==> config.mk <==
export PLATFORM = sky130hd
export DESIGN_NAME = ibus_frame_receiver
export DESIGN_NICKNAME = d
export VERILOG_FILES = /design/src/hw/rtl/ifr_pkg.sv /design/src/hw/rtl/ibus_frame_receiver.sv /design/src/hw/rtl/ifr_window.sv /design/src/hw/rtl/ifr_emitter.sv
export SDC_FILE = /design/constraint.sdc
export NUM_CORES = 1
export LEC_CHECK = 0
export BUFFER_PORTS_ARGS = -buffer_cell sky130_fd_sc_hd__buf_4
export CAP_MARGIN = 25
export CORE_ASPECT_RATIO = 0.9
export CORE_MARGIN = 5
export CORE_UTILIZATION = 30
export CTS_CLUSTER_SIZE = 25
export DETAILED_ROUTE_END_ITERATION = 7
export HOLD_SLACK_MARGIN = 0.08
export PLACE_DENSITY = 0.52
export SYNTH_ARGS = -nofsm -noshare
export SYNTH_HDL_FRONTEND = slang
export SYNTH_SLANG_ARGS = --single-unit
==> constraint.sdc <==
create_clock -name clk -period 40.2 [get_ports clk]
set_input_delay 4.02 -clock clk [delete_from_list [all_inputs] [get_ports clk]]
set_output_delay 4.02 -clock clk [all_outputs]
set_load 0.01 [all_outputs]
==> src/hw/rtl/ifr_pkg.sv <==
// Shared constants and types of the i-bus frame receiver.
// No dependencies.
package ifr_pkg;

    localparam int FRAME_BYTES   = 32;
    localparam int NUM_CHANNELS  = 14;
    localparam int PAYLOAD_BYTES = 2 * NUM_CHANNELS;
    localparam int PAYLOAD_W     = 8 * PAYLOAD_BYTES;
    localparam int CNT_W         = $clog2(FRAME_BYTES + 1);
    localparam int MASK_W        = 14;
    localparam int CH_W          = 4;
    localparam int VALUE_W       = 16;
    localparam int OUT_DATA_W    = 24;

    localparam logic [7:0]        HDR_FIRST  = 8'(FRAME_BYTES);
    localparam logic [7:0]        HDR_SECOND = 8'h40;
    localparam logic [15:0]       CSUM_INIT  = 16'hFFFF;
    localparam logic [MASK_W-1:0] MASK_RESET = {MASK_W{1'b1}};

    // Frame found on the byte just taken, with its channel bytes.
    typedef struct packed {
        logic                 hit;
        logic [PAYLOAD_W-1:0] payload;
    } frame_evt_t;

endpackage

==> src/hw/rtl/ibus_frame_receiver.sv <==
// Top level of the i-bus frame receiver.
// Depends on ifr_pkg, ifr_window and ifr_emitter.
//
// Usage:
//   s_axis carries received serial bytes, one byte per transaction.
//   Every byte shifts a 32-byte window; the window is a frame when it starts
//   0x20 0x40 and its last two bytes (little-endian) equal 0xFFFF minus the
//   16-bit sum of the other 30 bytes. On a frame, the window is cleared and
//   one m_axis transaction goes out per channel enabled in cfg_wdata's mask,
//   lowest channel first; tlast marks the highest enabled channel.
//   cfg_we writes the 14-bit channel mask (reset: all channels enabled).
// Timing:
//   A byte is taken every cycle while s_axis_tready is high. The byte that
//   completes a frame loads the emitter's pending channels; they reach m_axis
//   through the output register, one channel per cycle while m_axis_tready
//   is high, up to 14 channels a frame, all through the single output register.
//   s_axis_tready drops only when the emitter still holds channels and the
//   next byte could complete another frame (31 or more bytes since the last
//   clear), so a slow or stalled receiver holds the input only in that case.
// Reset:
//   Asynchronous, active low. Window and checksum clear to zero, output
//   register empties, mask returns to all ones.
module ibus_frame_receiver
    import ifr_pkg::*;
(
    input  logic                  clk,
    input  logic                  rst_n,
    // configuration
    input  logic                  cfg_we,
    input  logic [MASK_W-1:0]     cfg_wdata,      // channel_enable_mask
    // byte input
    input  logic                  s_axis_tvalid,
    output logic                  s_axis_tready,
    input  logic [7:0]            s_axis_tdata,   // [7:0] rx_byte
    // channel output
    output logic                  m_axis_tvalid,
    input  logic                  m_axis_tready,
    output logic [OUT_DATA_W-1:0] m_axis_tdata,   // [3:0] channel_index, [19:4] channel_value
    output logic                  m_axis_tlast    // last_of_frame
);

    logic [MASK_W-1:0] mask_reg;
    logic              accept;
    logic              near_full;
    logic              busy;
    frame_evt_t        evt;

    always_ff @(posedge clk or negedge rst_n)
    begin
        if (!rst_n)
        begin
            mask_reg <= MASK_RESET;
        end
        else if (cfg_we)
        begin
            mask_reg <= cfg_wdata;
        end
    end

    // a new frame can not be found while the previous one still has channels pending
    assign s_axis_tready = !(busy && near_full);
    assign accept        = s_axis_tvalid && s_axis_tready;

    ifr_window u_window (
        .clk       (clk),
        .rst_n     (rst_n),
        .accept    (accept),
        .rx_byte   (s_axis_tdata),
        .evt       (evt),
        .near_full (near_full)
    );

    ifr_emitter u_emitter (
        .clk      (clk),
        .rst_n    (rst_n),
        .evt      (evt),
        .mask     (mask_reg),
        .m_tready (m_axis_tready),
        .m_tvalid (m_axis_tvalid),
        .m_tdata  (m_axis_tdata),
        .m_tlast  (m_axis_tlast),
        .busy     (busy)
    );

endmodule

==> src/hw/rtl/ifr_window.sv <==
// Byte window with running checksum and frame detection.
// Depends on ifr_pkg.
module ifr_window
    import ifr_pkg::*;
(
    input  logic       clk,
    input  logic       rst_n,
    input  logic       accept,
    input  logic [7:0] rx_byte,
    output frame_evt_t evt,
    output logic       near_full
);

    logic [7:0]       win_reg [FRAME_BYTES];
    logic [15:0]      sum_reg;
    logic [15:0]      sum_next;
    logic [CNT_W-1:0] cnt_reg;
    logic [15:0]      csum;
    logic             match;

    // sum_reg tracks bytes 0..FRAME_BYTES-3 of the window
    assign sum_next = sum_reg - 16'(win_reg[0]) + 16'(win_reg[FRAME_BYTES-2]);
    assign csum     = CSUM_INIT - sum_next;
    assign match    = (win_reg[1] == HDR_FIRST) && (win_reg[2] == HDR_SECOND)
                   && (csum == {rx_byte, win_reg[FRAME_BYTES-1]});

    always_comb
    begin
        evt.hit = accept && match;
        for (int j = 0; j < PAYLOAD_BYTES; j++)
        begin
            evt.payload[8*j +: 8] = win_reg[j+3];
        end
    end

    // a hit needs FRAME_BYTES bytes since the last clear
    assign near_full = (cnt_reg >= CNT_W'(FRAME_BYTES - 1));

    always_ff @(posedge clk or negedge rst_n)
    begin
        if (!rst_n)
        begin
            for (int i = 0; i < FRAME_BYTES; i++)
            begin
                win_reg[i] <= '0;
            end
            sum_reg <= '0;
            cnt_reg <= '0;
        end
        else if (accept)
        begin
            if (match)
            begin
                for (int i = 0; i < FRAME_BYTES; i++)
                begin
                    win_reg[i] <= '0;
                end
                sum_reg <= '0;
                cnt_reg <= '0;
            end
            else
            begin
                for (int i = 0; i < FRAME_BYTES - 1; i++)
                begin
                    win_reg[i] <= win_reg[i+1];
                end
                win_reg[FRAME_BYTES-1] <= rx_byte;
                sum_reg <= sum_next;
                if (cnt_reg != CNT_W'(FRAME_BYTES))
                begin
                    cnt_reg <= cnt_reg + 1'b1;
                end
            end
        end
    end

endmodule

==> src/hw/rtl/ifr_emitter.sv <==
// Channel emitter: walks enabled channels of a captured frame into an output register.
// Depends on ifr_pkg.
module ifr_emitter
    import ifr_pkg::*;
(
    input  logic                  clk,
    input  logic                  rst_n,
    input  frame_evt_t            evt,
    input  logic [MASK_W-1:0]     mask,
    input  logic                  m_tready,
    output logic                  m_tvalid,
    output logic [OUT_DATA_W-1:0] m_tdata,
    output logic                  m_tlast,
    output logic                  busy
);

    logic [NUM_CHANNELS-1:0] pending_reg;
    logic [NUM_CHANNELS-1:0] pending_rest;
    logic [PAYLOAD_W-1:0]    payload_reg;
    logic                    out_valid_reg;
    logic [CH_W-1:0]         out_idx_reg;
    logic [VALUE_W-1:0]      out_val_reg;
    logic                    out_last_reg;
    logic [CH_W-1:0]         sel;
    logic                    advance;

    // lowest pending channel
    always_comb
    begin
        sel = '0;
        for (int i = NUM_CHANNELS - 1; i >= 0; i--)
        begin
            if (pending_reg[i])
            begin
                sel = CH_W'(i);
            end
        end
    end

    assign pending_rest = pending_reg & (pending_reg - 1'b1);
    assign busy         = (pending_reg != '0);
    assign advance      = busy && (!out_valid_reg || m_tready);

    always_ff @(posedge clk or negedge rst_n)
    begin
        if (!rst_n)
        begin
            pending_reg   <= '0;
            out_valid_reg <= 1'b0;
        end
        else
        begin
            if (evt.hit)
            begin
                pending_reg <= mask[NUM_CHANNELS-1:0];
            end
            else if (advance)
            begin
                pending_reg <= pending_rest;
            end

            if (advance)
            begin
                out_valid_reg <= 1'b1;
            end
            else if (m_tready)
            begin
                out_valid_reg <= 1'b0;
            end
        end
    end

    always_ff @(posedge clk)
    begin
        if (evt.hit)
        begin
            payload_reg <= evt.payload;
        end
        if (advance)
        begin
            out_idx_reg  <= sel;
            out_val_reg  <= payload_reg[VALUE_W*sel +: VALUE_W];
            out_last_reg <= (pending_rest == '0);
        end
    end

    assign m_tvalid = out_valid_reg;
    assign m_tdata  = {(OUT_DATA_W - VALUE_W - CH_W)'(0), out_val_reg, out_idx_reg};
    assign m_tlast  = out_last_reg;

endmodule

* After elaboration in Yosys (flattened, before gate mapping)
Cells that the tools add are included.
Word-level totals: register bits 552, input port bits 27, output and inout bits 27, logic and storage cells 90
Operators by class: $add $sub $neg 5, order comparisons 1, eq/ne operators 4, shift operators 1, multiplexer cells 22, bitwise gates (word level) 1, reductions and logical operators 15
Operators by type and width (number):
- $mux 256 | 1
- $shiftx 224x9->16 | 1
- $mux 4 | 14
- $mux 14 | 2
- $add 16x8->16 | 1
- $eq 16x16->1 | 1
- $mux 16 | 1
- $sub 16x16->16 const A | 1
- $sub 16x8->16 | 1
- $and 14x14->14 | 1
- $logic_not 14->1 | 1
- $reduce_bool 14->1 | 1
- $sub 14x1->14 const B | 1
- $mux 6 | 2
- $eq 8x6->1 const B | 1
- $eq 8x7->1 const B | 1
- $add 6x1->6 const B | 1
- $ge 6x5->1 const B | 1
- $logic_and 1x1->1 | 6
- $ne 6x6->1 const B | 1
- $reduce_bool 2->1 | 3
- $logic_not 1->1 | 2
- $mux 1 | 2
- $reduce_and 2->1 | 1
- $logic_or 1x1->1 | 1

* Depth between registers and ports, before layout
depth after elaboration 15, mapped depth 18, gate-level depth less buffers 15

* Hierarchy
Synthesis repeated with hierarchy kept, for this count alone.
Unflattened totals: cells, all modules 2375, area total of the unflattened synthesis 25574.5 um^2
By module, submodules not included:
- ifr_window | times used 1, cells an instance 1627, area each 14611.5 um^2, sequential area each 6956.7 um^2
- ifr_emitter | times used 1, cells an instance 717, area each 10415.0 um^2, sequential area each 7732.4 um^2
- ibus_frame_receiver | times used 1, cells an instance 31, area each 548.0 um^2, sequential area each 367.9 um^2

* Worst setup path before layout
OpenSTA, ideal clock, no wires.
path type input to register, from input port s_axis_tdata[5], to register u_emitter.payload_reg[0] (enable), library setup time 0.813 ns, arrival 14.793 ns, required time 39.387 ns, path slack 24.595 ns, stages 8, path buffers 0, cells stage by stage xnor2_1 -> o211ai_1 -> nor4_1 -> o2111ai_1 -> nor3_1 -> nand4_1 -> or4_1 -> nor2_1
RTL lines:
- start: declaration | RTL line ibus_frame_receiver.sv:34 | input logic [7:0] s_axis_tdata,
- end signal: assignment | RTL line ifr_emitter.sv:77 | payload_reg <= evt.payload;
- end: declaration | RTL line ifr_emitter.sv:19 | logic [PAYLOAD_W-1:0] payload_reg;

==> flow_summary.json <==
{
  "outcome": "finished clean",
  "synth-seq-area-share_pct": 63.4,
  "drv_slew": 0,
  "core_um2": 78200,
  "min_path_type": "reg2reg",
  "peakVddDrop_uv": 45.8,
  "clkLatencyLatePin_ps": 610,
  "synth_area_um2": 23700,
  "worst_setup_path_end_kind": "flip-flop",
  "finalSetupTns_ps": 0,
  "grtUsageMet2_pct": 20.0,
  "clkSlewWorstSetupHoldPaths_ps": 60,
  "yosysMostFrequentCell": "nand2_1",
  "drt_iter0_drc": 1243,
  "synth.top_cell.area_share_pct": 31.0,
  "ios": 54,
  "die_x_um": 307,
  "rows": 97,
  "synthTopCellsByArea": "edfxtp_1 (31%), dfrtp_1 (31%), nand2_1 (12%)",
  "dieArea_um2": 84900,
  "fmax_mhz": 125,
  "root_buffer": "clkbuf_16",
  "antenna_found_initial": 2,
  "ys.flop_type": "dfrtp_1",
  "start_util_pct": 30.4,
  "fillers": 7850,
  "synthArstFlopShare_pct": 55.6,
  "cts_hold_buffers": 0,
  "regArea_um2": 15100,
  "worstPathCellList": "buf_4 -> xnor2_1 -> o211ai_1 -> nor4_1 -> o2111ai_1 -> nor3_1 -> nand4_1 -> or4_1 -> nor2_4 -> buf_4 -> buf_4",
  "pre_cts_ws_ps": 31500,
  "setup_viol": 0,
  "drc": 0,
  "tritoncts": "built",
  "yosys_warnings": 0,
  "drive_above_1_share_pct": 8.99,
  "post_cts_resize_count": 0,
  "cpMostUsedCell": "buf_4",
  "path_class": "in2reg",
  "maxSlewHeadroom_pct": 30.1,
  "wl_per_cell_um": 17.4,
  "layout.nets": 2332,
  "crit_path_max_fanout": 74,
  "post-route-period-util_pct": 19.9,
  "place_congestion": 0.881,
  "tightest_slew_ps": 1050,
  "cp.arrival_ps": 8250,
  "top_usage_layer": "met1",
  "overflow": 0,
  "grt_max_degree": 201,
  "drt-pass1-iter-count": 5,
  "grt_util_met3_pct": 2.52,
  "synth_top_cell_by_area": "edfxtp_1",
  "htreeDepth": 2,
  "fin_worst_skew_ps": 18.5,
  "vias_per_cell": 4.96,
  "num_vias": 16687,
  "critical-path-max-stage-delay_ps": 880,
  "syn_to_final_growth_pct": 12.8,
  "synth_common_cells": "nand2_1 (778), dfrtp_1 (293), o21ai_0 (266), edfxtp_1 (245), clkbuf_1 (93)",
  "grtUsageMet1_pct": 20.6,
  "cap_violations": 0,
  "setup_slack_ps": 32180,
  "port_buffers": 49,
  "total_power_mw": 1.57,
  "pwr_density_cell_nw_per_um2": 58.6,
  "synth_cell_types": 76,
  "cp.required_ps": 40440,
  "startpoint_type": "input port",
  "clock_sinks": 552,
  "cts_buffers": 56,
  "cpMaxStageDelayCell": "buf_4",
  "syn_avg_cell_area_um2": 10.3,
  "synth-edff-count": 245,
  "p_leak_nw": 10.7,
  "drt_wl_total_um": 58700,
  "post-cts-setup-buffers": 0,
  "place_hpwl_um": 34000,
  "grt_pass1_vias": 16880,
  "grt_pass1_wl_um": 94400,
  "ant_nets": 0,
  "rsz0062_at_grt": "false",
  "diodes": 0,
  "netlist_instances": 2299,
  "clock_path_buffers": 3,
  "fin_crit_ps": 8020,
  "multi_input_area_um2": 7850,
  "die_h_um": 277,
  "grt_usage_pct": 13.6,
  "ys_ff_latch": 552,
  "hold_violations": 0
}
[cell type report]
cell class                      count  share of cell area [%]
Timing Repair Buffer               72                    2.17
Inverter                           59                   0.827
Clock inverter                     20                   0.612
Clock buffer                       85                    6.05
Tap cell                         1039                    4.85
Sequential cell                   552                    56.2
Multi-Input combinational cell   1538                    29.3
[worst max-delay path: cells and delay by family]
family | cells | cell delay, ps
and+or+nand+nor | 5 | 1830
AOI/OAI and AO/OA | 2 | 280
xor gates and xnor gates | 1 | 250
buffers and inverters | 3 | 1800
[cell usage in the layout, fill, tap and decap left out, types with 16 or more instances in the layout]
| cell type | synthesis | routed |
|---|---|---|
| clkbuf_16 | 0 | 56 |
| ha_1 | 18 | 18 |
| clkbuf_1 | 93 | 18 |
| o31ai_1 | 19 | 19 |
| nand3_1 | 90 | 90 |
| edfxtp_1 | 245 | 245 |
| nand2_1 | 778 | 777 |
| buf_4 | 6 | 69 |
| dfrtp_1 | 293 | 293 |
| inv_1 | 56 | 55 |
| a31oi_1 | 19 | 19 |
| xnor2_1 | 20 | 20 |
| mux2_2 | 18 | 18 |
| o22ai_1 | 20 | 20 |
| nor3_1 | 16 | 16 |
| and3_1 | 27 | 27 |
| nor2_1 | 21 | 20 |
| a21oi_1 | 63 | 63 |
| o21ai_0 | 266 | 266 |
[power breakdown]
part           internal [mW]  switching, mW
logic                  0.146          0.220
registers              0.650         0.0405
clock network          0.290          0.222
total                   1.09          0.483
[per-layer routing]
| layer | routed length [um] | vias up |
|---|---|---|
| li1 | - | 7847 |
| met1 | 29100 | 8338 |
| met2 | 25100 | 423 |
| met3 | 3350 | 79 |
| met4 | 1100 | 0 |
| met5 | 0 | - |
[metrics by stage]
stage	std cells	hold slack, ps	cell area, um2	utilization [%]
2_1_floorplan	2302	425	23800	-
3_3_place_gp	3259	435	25000	32.0
3_5_place_dp	3259	434	25000	32.0
4_1_cts	3364	442	26800	34.2
5_1_grt	3365	450	26800	34.3
6_report	3365	441	26800	34.3
[kinds of logic (layout without fill, tap and decap cells)]
family	Yosys count	in the layout	synth area share, %
XOR/XNOR	29	29	1.25
multiplexers	22	22	1.02
adder cells (fa/ha/maj)	28	28	1.71
other	1	4	0.0158
buffers and inverters	212	236	3.75
AND/OR/NAND/NOR	993	993	17.4
flip-flops	552	552	63.4
AO/OA/AOI/OAI	462	462	11.4
[worst paths after layout]
kind / from / end / slack [ps] / depth (start not counted)
max: s_axis_tdata[5] / u_emitter.payload_reg[138] / 32180 / 11
min: u_window.evt[217] / u_emitter.payload_reg[217] / 440 / 0
max reg2reg: u_window.evt[216] / u_emitter.payload_reg[138] / 33690 / 17
min reg2reg: u_window.evt[217] / u_emitter.payload_reg[217] / 440 / 0
max in group asynchronous: rst_n / u_window.evt[72] / 34590 / 3
min in group asynchronous: rst_n / u_emitter.m_tvalid / 3470 / 1
No activity file was read; power rests on OpenSTA's default activity.
